**src/design/mse_pkg.sv**
```systemverilog
// Shared types, constants and codes for the merge sort engine.
// No dependencies; every other design file refers to it by scoped names.
package mse_pkg;

    localparam int DATA_W    = 32;
    localparam int DEPTH_DEF = 1024;

    // action codes of an input item
    localparam logic ACT_LOAD = 1'b0;
    localparam logic ACT_POP  = 1'b1;

    typedef logic signed [DATA_W-1:0] t_word;

    typedef struct packed {
        logic  action;
        t_word value_in;
        logic  last_in;
    } t_mse_in;

    typedef struct packed {
        t_word value_out;
        logic  last_out;
        logic  empty_res;
    } t_mse_out;

    typedef enum logic [2:0] {
        ST_IDLE,
        ST_PAIR,
        ST_PRIME,
        ST_MERGE,
        ST_POP
    } t_mse_state;

    // controller -> datapath
    typedef struct packed {
        logic load;       // store a loaded value, open or extend the set
        logic pair;       // set up pointers and middle of the next run pair
        logic prime;      // first read of the run heads, set up the run end
        logic merge;      // move one element from source to destination
        logic sel_merge;  // read ports follow the merge pointers
        logic pass;       // pass over: swap buffers, double the run width
        logic finish;     // sort done, results may be popped
        logic emit;       // load the result register from the pop read
    } t_mse_cmd;

    // datapath -> controller
    typedef struct packed {
        logic start_sort; // the offered load closes the set
        logic multi;      // the closed set holds two or more values
        logic merge_end;  // this merge step writes the last element of the pair
        logic pass_end;   // no run pair left in this pass
        logic sort_end;   // this pass was the last one
        logic out_free;   // result register can take a new result
    } t_mse_stat;

endpackage

```
**src/design/mse_ctrl.sv**
```systemverilog
// Controller of the merge sort engine: input handshake and sort sequencing.
// Depends on mse_pkg for the state, command and status types.
module mse_ctrl (
    input  logic               i_clk,
    input  logic               i_rst_n,
    input  logic               i_in_valid,
    input  logic               i_action,
    input  mse_pkg::t_mse_stat i_stat,
    output logic               o_in_ready,
    output mse_pkg::t_mse_cmd  o_cmd
);

    mse_pkg::t_mse_state r_state;
    mse_pkg::t_mse_state n_state;

    always_ff @(posedge i_clk) begin
        if (!i_rst_n) begin
            r_state <= mse_pkg::ST_IDLE;
        end else begin
            r_state <= n_state;
        end
    end

    always_comb begin
        n_state    = r_state;
        o_in_ready = 1'b0;
        o_cmd      = '0;
        unique case (r_state)
            mse_pkg::ST_IDLE: begin
                o_in_ready = 1'b1;
                if (i_in_valid) begin
                    if (i_action == mse_pkg::ACT_LOAD) begin
                        o_cmd.load = 1'b1;
                        if (i_stat.start_sort) begin
                            if (i_stat.multi) begin
                                n_state = mse_pkg::ST_PAIR;
                            end else begin
                                o_cmd.finish = 1'b1;
                            end
                        end
                    end else begin
                        n_state = mse_pkg::ST_POP;
                    end
                end
            end
            mse_pkg::ST_PAIR: begin
                o_cmd.pair = 1'b1;
                n_state    = mse_pkg::ST_PRIME;
            end
            mse_pkg::ST_PRIME: begin
                o_cmd.prime     = 1'b1;
                o_cmd.sel_merge = 1'b1;
                n_state         = mse_pkg::ST_MERGE;
            end
            mse_pkg::ST_MERGE: begin
                o_cmd.merge     = 1'b1;
                o_cmd.sel_merge = 1'b1;
                if (i_stat.merge_end) begin
                    n_state = mse_pkg::ST_PAIR;
                    if (i_stat.pass_end) begin
                        o_cmd.pass = 1'b1;
                        if (i_stat.sort_end) begin
                            o_cmd.finish = 1'b1;
                            n_state      = mse_pkg::ST_IDLE;
                        end
                    end
                end
            end
            mse_pkg::ST_POP: begin
                if (i_stat.out_free) begin
                    o_cmd.emit = 1'b1;
                    n_state    = mse_pkg::ST_IDLE;
                end
            end
            default: begin
                n_state = mse_pkg::ST_IDLE;
            end
        endcase
    end

endmodule

```
**config.mk**
```make
export PLATFORM = sky130hd
export DESIGN_NAME = mse_ctrl
export DESIGN_NICKNAME = d
export VERILOG_FILES = /design/src/design/mse_pkg.sv /design/src/design/mse_ctrl.sv
export SDC_FILE = /design/constraint.sdc
export NUM_CORES = 1
export LEC_CHECK = 0
export BUFFER_PORTS_ARGS = -buffer_cell sky130_fd_sc_hd__buf_4
export CORE_AREA = 8 8 45 47
export CTS_CLUSTER_SIZE = 30
export DETAILED_ROUTE_END_ITERATION = 8
export DIE_AREA = 0 0 53 55
export MAX_ROUTING_LAYER = met4
export PLACE_DENSITY = 0.53
export SYNTH_ARGS = -nofsm -noshare
export SYNTH_HDL_FRONTEND = slang
export SYNTH_SLANG_ARGS = --single-unit
```
**constraint.sdc**
```tcl
create_clock -name i_clk -period 2.55 [get_ports i_clk]
set_clock_uncertainty 0.2 [all_clocks]
set_input_delay 0.3825 -clock i_clk [delete_from_list [all_inputs] [get_ports i_clk]]
set_output_delay 0.3825 -clock i_clk [all_outputs]
set_load 0.005 [all_outputs]
```
Word-level counts from Yosys, hierarchy flattened
Cells that the tools add are included.
- flip-flop bits (word level): 3
- bits in latches: 0
- memory bits (writable): 0
- ROM bits: 0
- input port bits: 10
- output and inout port bits: 9
- word-level logic and storage cells: 41
- memories: 0
- add/subtract/negate cells: 0
- $mul: 0
- divide/modulo/power cells: 0
- $lt $le $gt $ge: 0
- equality and inequality tests: 9
- shift-type cells: 0
- muxes and demuxes: 28
- bitwise logic cells: 0
- reductions and logical operators: 3
- operators by type and width (cell ; number):
    3-bit 2-to-1 mux ; 7
    1-bit 2-to-1 mux ; 17
    3-bit case mux with 5 select lines ; 1
    3-bit by 2-bit == test with 1-bit output, second input constant ; 2
    2-bit != test, second input constant ; 3
    3-bit != test, second input constant ; 2
    5-bit AND reduction ; 1
    2-bit 2-to-1 mux ; 2
    3-bit by 1-bit == test with 1-bit output, second input constant ; 1
    3-bit == test, second input constant ; 1
    3-bit zero test ; 1
    1-bit case mux with 2 select lines ; 1
    2-bit OR reduction ; 1

Logic depth before layout (Yosys ltp)
Gate-level depths: netlist of the first run.
- depth in word-level cells: 5
- mapped depth: 4
- gate-level depth less buffers: 3

Worst setup path before layout of the first run
OpenSTA, ideal clock, no wires.
- path type: reg2out
- start point: register r_state[1]
- end point: output port o_cmd[1] (netlist name)
- arrival time: 1.057 ns
- data required time: 1.967 ns
- slack: 0.910 ns
- cell stages (with the launch flop): 5
- path buffers: 1
- path through: dfxtp_1 buf_6 nor4_4 and2_4 a32o_2
- RTL lines (what ; line ; text):
    start: declaration ; mse_ctrl.sv:13 ; mse_pkg::t_mse_state r_state;
    start signal: assignment ; mse_ctrl.sv:18 ; r_state <= mse_pkg::ST_IDLE;
    start signal: assignment ; mse_ctrl.sv:20 ; r_state <= n_state;
    end: declaration ; mse_ctrl.sv:10 ; output mse_pkg::t_mse_cmd o_cmd

==> impl_results.md, run 1 <==
- Status: finished, final reports clean
- Worst-Skew Late Latency: around 0.24 ns
- P&R area growth vs syn: 51.7%
- Setup TNS: 0 ns
- Bufs on Longest Clock Path: 2
- Synthesized cell area: 298 um^2
- Fill cells: 161
- Post-DRT Antenna Nets: 0
- N_diodes: 0
- Core ar.: 0.00138 mm^2
- Largest register by flop count: r_state
- Synth Warn #: 0
- Setup Buffers After CTS: 0
- Clk slew on worst S/H paths: 0.04 ns
- Final nets: 62
- I/O Pins: 19
- Final instance area: 452 um^2
- Minimum clock period: approximately 2.1 ns
- Syn Area/Cell: 9.31 um^2
- Vias/cell: 4.57
- Pre-CTS setup slack: between 0.6 and 0.7 ns
- Synth Flop Type: dfxtp_1
- # Max-Cap Violations: 0
- Final Power: ~310 uW
- Required time at the worst-slack endpoint: ~2.0 ns
- VDD IR max: approximately 0.00026 V
- Total stage count of the critical path: 4
- Largest area contributor in the netlist: dfxtp_1
- Crit start category: flop
- Post-Synth XOR/XNOR Area: 0%
- Final slew viol count: 0
- Post-Synth Adder-Cell Area: 0%
- Arrival @ worst endpoint: 1.52 ns
- Post-DP HPWL: approximately 630 um
- Nature of the critical path endpoint: output pin
- Area contributors post-synth: dfxtp_1, nor4bb_4, buf_6, nor4_4, a211oi_2
- Synth Area in Compound Gates: approximately a fifth
- Global-route wire length before repair: 1.24 mm
- DRT Pass-1 Iters: 4
- Worst setup path class: flop to output pin
- H-tree levels: 1
- Placer Congestion: between 0.7 and 0.8
- DR vias: 306
- Syn Nets: 42
- CP max stage cell: dfxtp_1
- Starting Density: 21.5%
- Number of buffers created by CTS: 3
- Crit path max fanout: 15
- Maximum clock frequency: 0.475 GHz
- Post-synth ARST share: 0%
- Unrepaired setup endpoints after global routing: no
- Initial antenna violation count: 0
- # setup viols final: 0
- Die W: ~53 um
- Mux share of post-synthesis cell area: 3.36%
- Post-synth top area share: 20.2%
- Worst min path class: input port to flop
- Simple-Gate Fraction of Synth Area: 45.4%
- GRT overflow: 0
- Clk sink count: 3
- WHS: 0.176 ns
- Largest regs: r_state: 3 flops
- CTS tree: done
- Largest net degree at the start of global routing: 16
- Hold Path Stages: 2
- Layout cells sized above 1: roughly 53%
- Netlist cell types: 25
- Die H: 55 um
- Die ar.: 0.00292 mm^2
- Post-CTS sizing: 0
- Placed instance area: 425 um^2
- Seq/Total Area, Yosys: 20.2%
- DR iter-0 viols: 4
- Total Routed Length: 798 um
- Final period utilization: 82.5%
- Synthesized flop and latch total: 3
- Crit path buf inv count: 1
- R2R cell count: 3
- Largest family of logic cells by synthesized area: simple AND/OR/NAND/NOR gates
- PwrDens: between 600 and 700 mW/mm^2
- Vias in the first global route: 298
- Count of hold-fix buffers inserted at cts: 0
- Worst stage delay on the critical path: around 0.64 ns
- PortBufs: 18
- Row count: 14
- Post-Syn Instances: 32
- Max reg flops: 3
- Hold Fails Final Rpt: 0
- Slew headroom: between 60% and 70%
- DR WL/cell: approximately 12 um
- Total GRT Usage: 5.85%
- Critical-path cell list: nor4_4 -> and2_4 -> a32o_2 -> buf_4
- Final worst-path setup slack: 0.446 ns
- Delay-heaviest family, CP: flip-flops
- Slew @ Worst Pin: 0.522 ns
- Root Buffer: clkbuf_4
- Remaining DRCs: 0
- EDFF count, synth: 0
- Leak: slightly above 0.0002 uW
kinds of logic (layout without fill, tap and decap cells):
logic type             after synthesis  in the layout
buffers and inverters                4             23
and+or+nand+nor                     17             17
DFF                                  3              3
muxes                                1              1
AOI/OAI and AO/OA                    7              7
routing by layer:
metal | wire (um) | vias up | GRT usage (%)
li1 | - | 159 | -
met1 | 405 | 128 | 7.44
met2 | 298 | 17 | 6.64
met3 | 84 | 2 | 2.41
met4 | 8 | 0 | 5.17
met5 | 0 | - | -
synth_stat cells (2+ instances only):
master / number
buf_6: 2
nor3_1: 2
nand2_1: 3
nor2b_1: 2
dfxtp_1: 3
layout make-up:
class	instances	area (um^2)	area share, %
Tap cell	16	20.0	4.43
Multi-Input combinational cell	25	206	45.7
Inverter	1	3.75	0.831
Clock buffer	4	26.3	5.82
Sequential cell	3	60.1	13.3
Timing Repair Buffer	18	135	29.9
metrics by stage:
| stage | instances | util, % |
|---|---|---|
| after global placement | 63 | 30.7 |
| after floorplan | 32 | - |
| final | 67 | 32.6 |
| after global routing | 67 | 32.6 |
| after CTS | 67 | 32.6 |
| after detailed placement | 63 | 30.7 |
path summary, 6_finish.rpt:
| path | slack (ns) | endpoint | startpoint |
|---|---|---|---|
| worst max register to register | 0.98 | r_state[0] | r_state[0] |
| worst max-delay path | 0.45 | o_cmd[1] | r_state[0] |
| worst min register to register | 0.42 | r_state[1] | r_state[1] |
| worst min-delay path | 0.18 | r_state[1] | i_stat[3] |
cells in the final DEF (no fill, tap or decap):
cell type / n
a211oi_1: 1
a211oi_2: 1
a31oi_1: 1
a32o_2: 1
and2_1: 1
and2_4: 1
and4_1: 1
buf_4: 18
clkbuf_1: 1
clkbuf_4: 3
dfxtp_1: 3
inv_1: 1
mux2i_1: 1
nand2_1: 3
nand3_1: 1
nor2_1: 1
nor2b_1: 2
nor2b_2: 1
nor3_1: 2
nor3b_1: 1
nor4_1: 1
nor4_4: 1
nor4bb_4: 1
o2111a_1: 1
o211ai_1: 1
o21ai_1: 1
report_power, final:
group | switching, uW | leakage (uW) | internal (uW)
sequential | 39.3 | 0.0000246 | 58.0
clock | 27.0 | 0.0000150 | 58.8
combinational | 44.8 | 0.000164 | 86.2
worst reg2reg max path, stage by stage, from the launching register on:
cell and delay (ns):
dfxtp_1 0.64, nor4bb_4 0.39, a211oi_2 0.09, mux2i_1 0.13
No activity file was read; power rests on OpenSTA's default activity.
==> inputs of run 2 (changes only) <==
--- a/config.mk
+++ b/config.mk
@@ -5,13 +5,14 @@
 export SDC_FILE = /design/constraint.sdc
 export NUM_CORES = 1
 export LEC_CHECK = 0
+export ABC_AREA = 1
 export BUFFER_PORTS_ARGS = -buffer_cell sky130_fd_sc_hd__buf_4
 export CORE_AREA = 8 8 45 47
 export CTS_CLUSTER_SIZE = 30
 export DETAILED_ROUTE_END_ITERATION = 8
 export DIE_AREA = 0 0 53 55
 export MAX_ROUTING_LAYER = met4
-export PLACE_DENSITY = 0.53
+export PLACE_DENSITY = 0.54
 export SYNTH_ARGS = -nofsm -noshare
 export SYNTH_HDL_FRONTEND = slang
 export SYNTH_SLANG_ARGS = --single-unit
==> constraint.sdc (replaced) <==
create_clock -name i_clk -period 2 [get_ports i_clk]
set_clock_uncertainty 0.2 [all_clocks]
set_input_delay 0.3 -clock i_clk [delete_from_list [all_inputs] [get_ports i_clk]]
set_output_delay 0.3 -clock i_clk [all_outputs]
set_load 0.005 [all_outputs]
==> impl_results.md, run 2 <==
- Synthesized flop and latch total: 3
- N_diodes: 0
- Hold Path Stages: 3
- Area contributors post-synth: dfxtp_1, inv_1, nor2_2, nand3_2, nand2_1
- Netlist cell types: 18
- # setup viols final: 0
- M2 GR Usage: 11.1%
- Arrival @ worst endpoint: 1.34 ns
- Util after Layout: 36.0%
- Layout cells sized above 1: 48.0%
- VDD IR max: 0.000371 V
- Leak: between 0.0002 and 0.0003 uW
- Final nets: 86
- Synth Warn #: 0
- DP Cell Count: slightly below 90
- Setup Buffers After CTS: 0
- Fin cells: 91
- Crit start category: flop
- Post-synth top area share: a little under a fifth
- PortBufs: 18
- Hold Fails Final Rpt: 0
- Status: finished, final reports clean
- PwrDens: 1200 mW/mm^2
- Post-DP HPWL: 759 um
- Synth Flop Type: dfxtp_1
- Die ar.: 0.00292 mm^2
- GRT overflow: 0
- WHS Endpoint: r_state[0]
- Clk slew on worst S/H paths: 0.03 ns
- Top post-synthesis cells by count: inv_1, nand2_1, nor2_2
- Largest net degree at the start of global routing: 7
- Seq/Total Area, Yosys: 19.0%
- Internal power: 324 uW
- Root Buffer: clkbuf_4
- Number of buffers created by CTS: 3
- R2r setup slk: 0.67 ns
- Net Switching: 272 uW
- Crit path max fanout: 6
- DR vias: 373
- Required time at the worst-slack endpoint: 1.50 ns
- Final Power: 596 uW
- Clk sink count: 3
- Met3 Use GR: roughly 1.1%
- Clock group share of total power: 17.6%
- Maximum clock frequency: 0.544 GHz
- Gate power share: 61.4%
- GRT met1 Usage: 6.21%
- Worst-Skew Late Latency: 0.23 ns
- # Max-Cap Violations: 0
- Core ar.: ~0.0014 mm^2
- DR WL/cell: 9.52 um
- Die H: 55 um
- Net Sw Frac: 45.7%
- Worst setup path class: flop to output pin
- Die W: 53 um
- Starting Density: 22.9%
- CTS tree: done
- Top Usage Layer GRT: met2
- Syn Area/Cell: 5.97 um^2
- Max reg flops: 3
- Multi-input logic area: 196 um^2
- Hold path startpoint: i_rst_n
- Post-synth ARST share: 0%
- Slew headroom: between 80% and 90%
- Vias/cell: 4.10
- Minimum clock period: 1.84 ns
- Post-Syn Instances: 53
- Most frequent cells in the layout: buf_4, inv_1, nand2_1
- Largest register by flop count: r_state
- I/O Pins: 19
- Initial antenna violation count: 0
- Fill cells: roughly 160
- Worst min path class: input port to flop
- Global-route wire length before repair: 1.43 mm
- DR iter-0 viols: 2
- Setup TNS: 0 ns
- Total GRT Usage: 6.36%
- Total Routed Length: 866 um
- R2R cell count: 6
- Largest regs: r_state: 3 flops
- Reg2reg end: r_state[0]
- H-tree levels: 1
- Unrepaired setup endpoints after global routing: no
- Reg area: between 60 and 70 um^2
- Syn Nets: 63
- Top-count cell post-synth: inv_1
- Post-DRT Antenna Nets: 0
- Final period utilization: about nine tenths
- Row count: 14
- Most common cell after layout, fill and taps aside: buf_4
- P&R area growth vs syn: 57.3%
- Synthesized cell area: 317 um^2
- Seq pwr share: 21.0%
- Placer Congestion: 0.736
- Slew @ Worst Pin: 0.251 ns
- Final slew viol count: 0
- DRT Pass-1 Iters: 3
- Crit path from: r_state[0]
- Bufs on Longest Clock Path: 2
- Largest area contributor in the netlist: dfxtp_1
- Post-CTS sizing: 0
- Vias in the first global route: just under 400
- Worst R2R Start: r_state[0]
- EDFF count, synth: 0
- Count of hold-fix buffers inserted at cts: 0
- Remaining DRCs: 0
- Nature of the critical path endpoint: output pin
[run 2: worst max-delay path by stage]
stage / endpoint / slack (ns) / cells after the start
after detailed placement: o_cmd[1] / 0.41 / 6
final: o_cmd[1] / 0.16 / 6
after floorplan: o_cmd[1] / 0.55 / 5
after CTS: o_cmd[1] / 0.15 / 6
after global routing: o_cmd[1] / 0.01 / 6
after global placement: o_cmd[1] / 0.46 / 6
[run 2: layer usage]
metal	up-vias	routed length (um)
met3	0	73
met5	-	0
met1	159	350
met2	10	441
met4	0	0
li1	204	-
[run 2: cell type report]
type	instances	share of cell area (%)
multi-input cells	34	39.4
repair buffers	18	27.1
flip-flops and latches	3	12.1
inverters	16	12.1
clock buffers	4	5.28
well taps	16	4.02
[run 2: critical path: stages (launching register included)]
cell and delay, ns:
dfxtp_1 0.36, nor2_2 0.22, nand3_2 0.13, nor2_1 0.15, nand3b_1 0.09, nand2_1 0.06
buf_4 0.10
[run 2: per-stage QoR]
stage	hold WS [ns]	instance area, um^2	worst slack [ns]
detailed placement	0.346	472	0.408
global placement	0.335	472	0.455
floorplan	0.220	317	0.549
finish	0.108	498	0.161
CTS	0.105	498	0.153
global route	0.116	498	0.0138
[run 2: logic make-up (layout without fill, tap and decap cells)]
logic type,after synthesis,after routing,share of synthesized area (%)
buf+inv,16,38,19.0
compound gates,3,3,5.14
flops,3,3,19.0
simple gates,31,31,56.9
[run 2: power groups by stage]
stage | clock network (uW) | registers (uW) | logic, uW
finish | 105 | 125 | 366
CTS | 110 | 124 | 374
global placement | 0 | 126 | 370
floorplan | 0 | 121 | 240
detailed placement | 0 | 125 | 371
global route | 111 | 130 | 419
==> inputs of run 3 (changes only) <==
--- a/config.mk
+++ b/config.mk
@@ -13,6 +13,7 @@
 export DIE_AREA = 0 0 53 55
 export MAX_ROUTING_LAYER = met4
 export PLACE_DENSITY = 0.54
+export RECOVER_POWER = 25
 export SYNTH_ARGS = -nofsm -noshare
 export SYNTH_HDL_FRONTEND = slang
 export SYNTH_SLANG_ARGS = --single-unit
==> impl_results.md, run 3 (synthesis gave the netlist of run 2 again) <==
- Leak: 0.000291 uW
- Most common cell after layout, fill and taps aside: buf_4
- DRT Pass-1 Iters: 3
- Vias/cell: 4.15
- PwrDens: 1190 mW/mm^2
- Required time at the worst-slack endpoint: around 1.5 ns
- DR iter-0 viols: 1
- Fill cells: 162
- Net Sw Frac: 45.5%
- Hold path startpoint: i_rst_n
- Post-DRT Antenna Nets: 0
- PortBufs: 18
- P&R area growth vs syn: 56.5%
- Slew headroom: between 80 and 90%
- Vias in the first global route: roughly 400
- Nature of the critical path endpoint: output pin
- Setup Buffers After CTS: 0
- H-tree levels: 1
- Most frequent cells in the layout: buf_4, inv_1, nand2_1
- Starting Density: 22.9%
- Global-route wire length before repair: 1.43 mm
- Placer Congestion: 0.736
- Bufs on Longest Clock Path: 2
- Die ar.: between 0.002 and 0.003 mm^2
- Total Routed Length: 864 um
- Setup TNS: 0 ns
- Net Switching: 269 uW
- Crit path buf inv count: 1
- Final slew viol count: 0
- Final Power: 592 uW
- R2R cell count: 6
- Initial antenna violation count: 0
- Clk sink count: 3
- I/O Pins: 19
- CTS tree: done
- WHS: 0.108 ns
- Layout cells sized above 1: a little under half
- Slew @ Worst Pin: 0.255 ns
- Largest net degree at the start of global routing: 7
- Largest register by flop count: r_state
- Multi-input logic area: 194 um^2
- R2r setup slk: 0.67 ns
- Fin cells: 91
- Minimum clock period: 1.84 ns
- Clock group share of total power: 17.7%
- CP max stage cell: dfxtp_1
- WHS Endpoint: r_state[0]
- N_diodes: 0
- # setup viols final: 0
- Worst stage delay on the critical path: 0.36 ns
- Gate power share: 61.4%
- Maximum clock frequency: 0.544 GHz
- Worst setup path class: flop to output pin
- Crit path max fanout: 6
- Unrepaired setup endpoints after global routing: no
- Worst min path class: input port to flop
- Hold Fails Final Rpt: 0
- # Max-Cap Violations: 0
- Seq pwr share: 20.9%
- Status: finished, final reports clean
- Reg2reg end: r_state[0]
- Final period utilization: 92.0%
- Final worst-path setup slack: 0.160 ns
- Total GRT Usage: 6.36%
- Root Buffer: clkbuf_4
- Worst R2R Start: r_state[0]
- Internal power: 323 uW
- Hold Path Stages: 3
- GRT overflow: 0
- Delay-heaviest family, CP: simple AND/OR/NAND/NOR gates
- Arrival @ worst endpoint: about 1.3 ns
- VDD IR max: 0.000371 V
- Count of hold-fix buffers inserted at cts: 0
- Crit start category: flop
- Largest regs: r_state: 3 flops
- Core ar.: 0.00138 mm^2
- Pre-CTS setup slack: 0.408 ns
- DP Cell Count: 87
- Post-CTS sizing: 0
- Clk slew on worst S/H paths: 0.03 ns
- Final nets: 86
- DR vias: 378
- Die W: 53 um
- Number of buffers created by CTS: 3
- Post-DP HPWL: 759 um
- Reg area: 60.1 um^2
- Critical-path cell list: nor2_2 -> nand3_2 -> nor2_1 -> nand3b_1 -> nand2_1 -> buf_4
- Worst-Skew Late Latency: 0.23 ns
- Die H: 55 um
- Max reg flops: 3
- Remaining DRCs: 0
- DR WL/cell: 9.49 um
- Row count: 14
==> run 3: cell counts in the layout (fill, tap and decap cells not counted) <==
No cell type changed its count.
==> run 3: how the worst max path moves through the flow <==
stage / start / endpoint / slack, ns / cells after the start
detailed placement: r_state[0] / o_cmd[1] / 0.41 / 6
finish: r_state[0] / o_cmd[1] / 0.16 / 6
floorplan: r_state[0] / o_cmd[1] / 0.55 / 5
global route: r_state[0] / o_cmd[1] / 0.01 / 6
global placement: r_state[1] / o_cmd[1] / 0.46 / 6
CTS: r_state[0] / o_cmd[1] / 0.15 / 6
==> run 3: layout make-up <==
class	count	share of cell area [%]
clock buffers	4	5.30
inverters	16	12.1
multi-input cells	34	39.1
flip-flops and latches	3	12.1
well taps	16	4.04
repair buffers	18	27.3
==> run 3: stage by stage <==
stage | cell area [um^2] | util, %
after floorplan | 317 | -
after global placement | 472 | 34.1
after detailed placement | 472 | 34.1
after CTS | 498 | 36.0
after global routing | 495 | 35.8
final | 495 | 35.8
==> run 3: tightest hold or removal path, cell delays in order <==
cell and delay (ns):
buf_4 0.09, nand2_2 0.05, nor2_2 0.07
==> run 3: per-layer routing <==
metal	routed length [um]	GRT usage [%]
met5	0	-
met4	0	4.74
met3	73	1.07
met2	442	11.1
met1	347	6.21
==> run 3: power by group through the flow <==
stage          clock network (uW)  registers (uW)  logic [uW]
3_3_place_gp                    0             126         370
4_1_cts                       110             124         374
3_5_place_dp                    0             125         371
2_1_floorplan                   0             121         240
6_report                      105             124         363
5_1_grt                       111             129         416
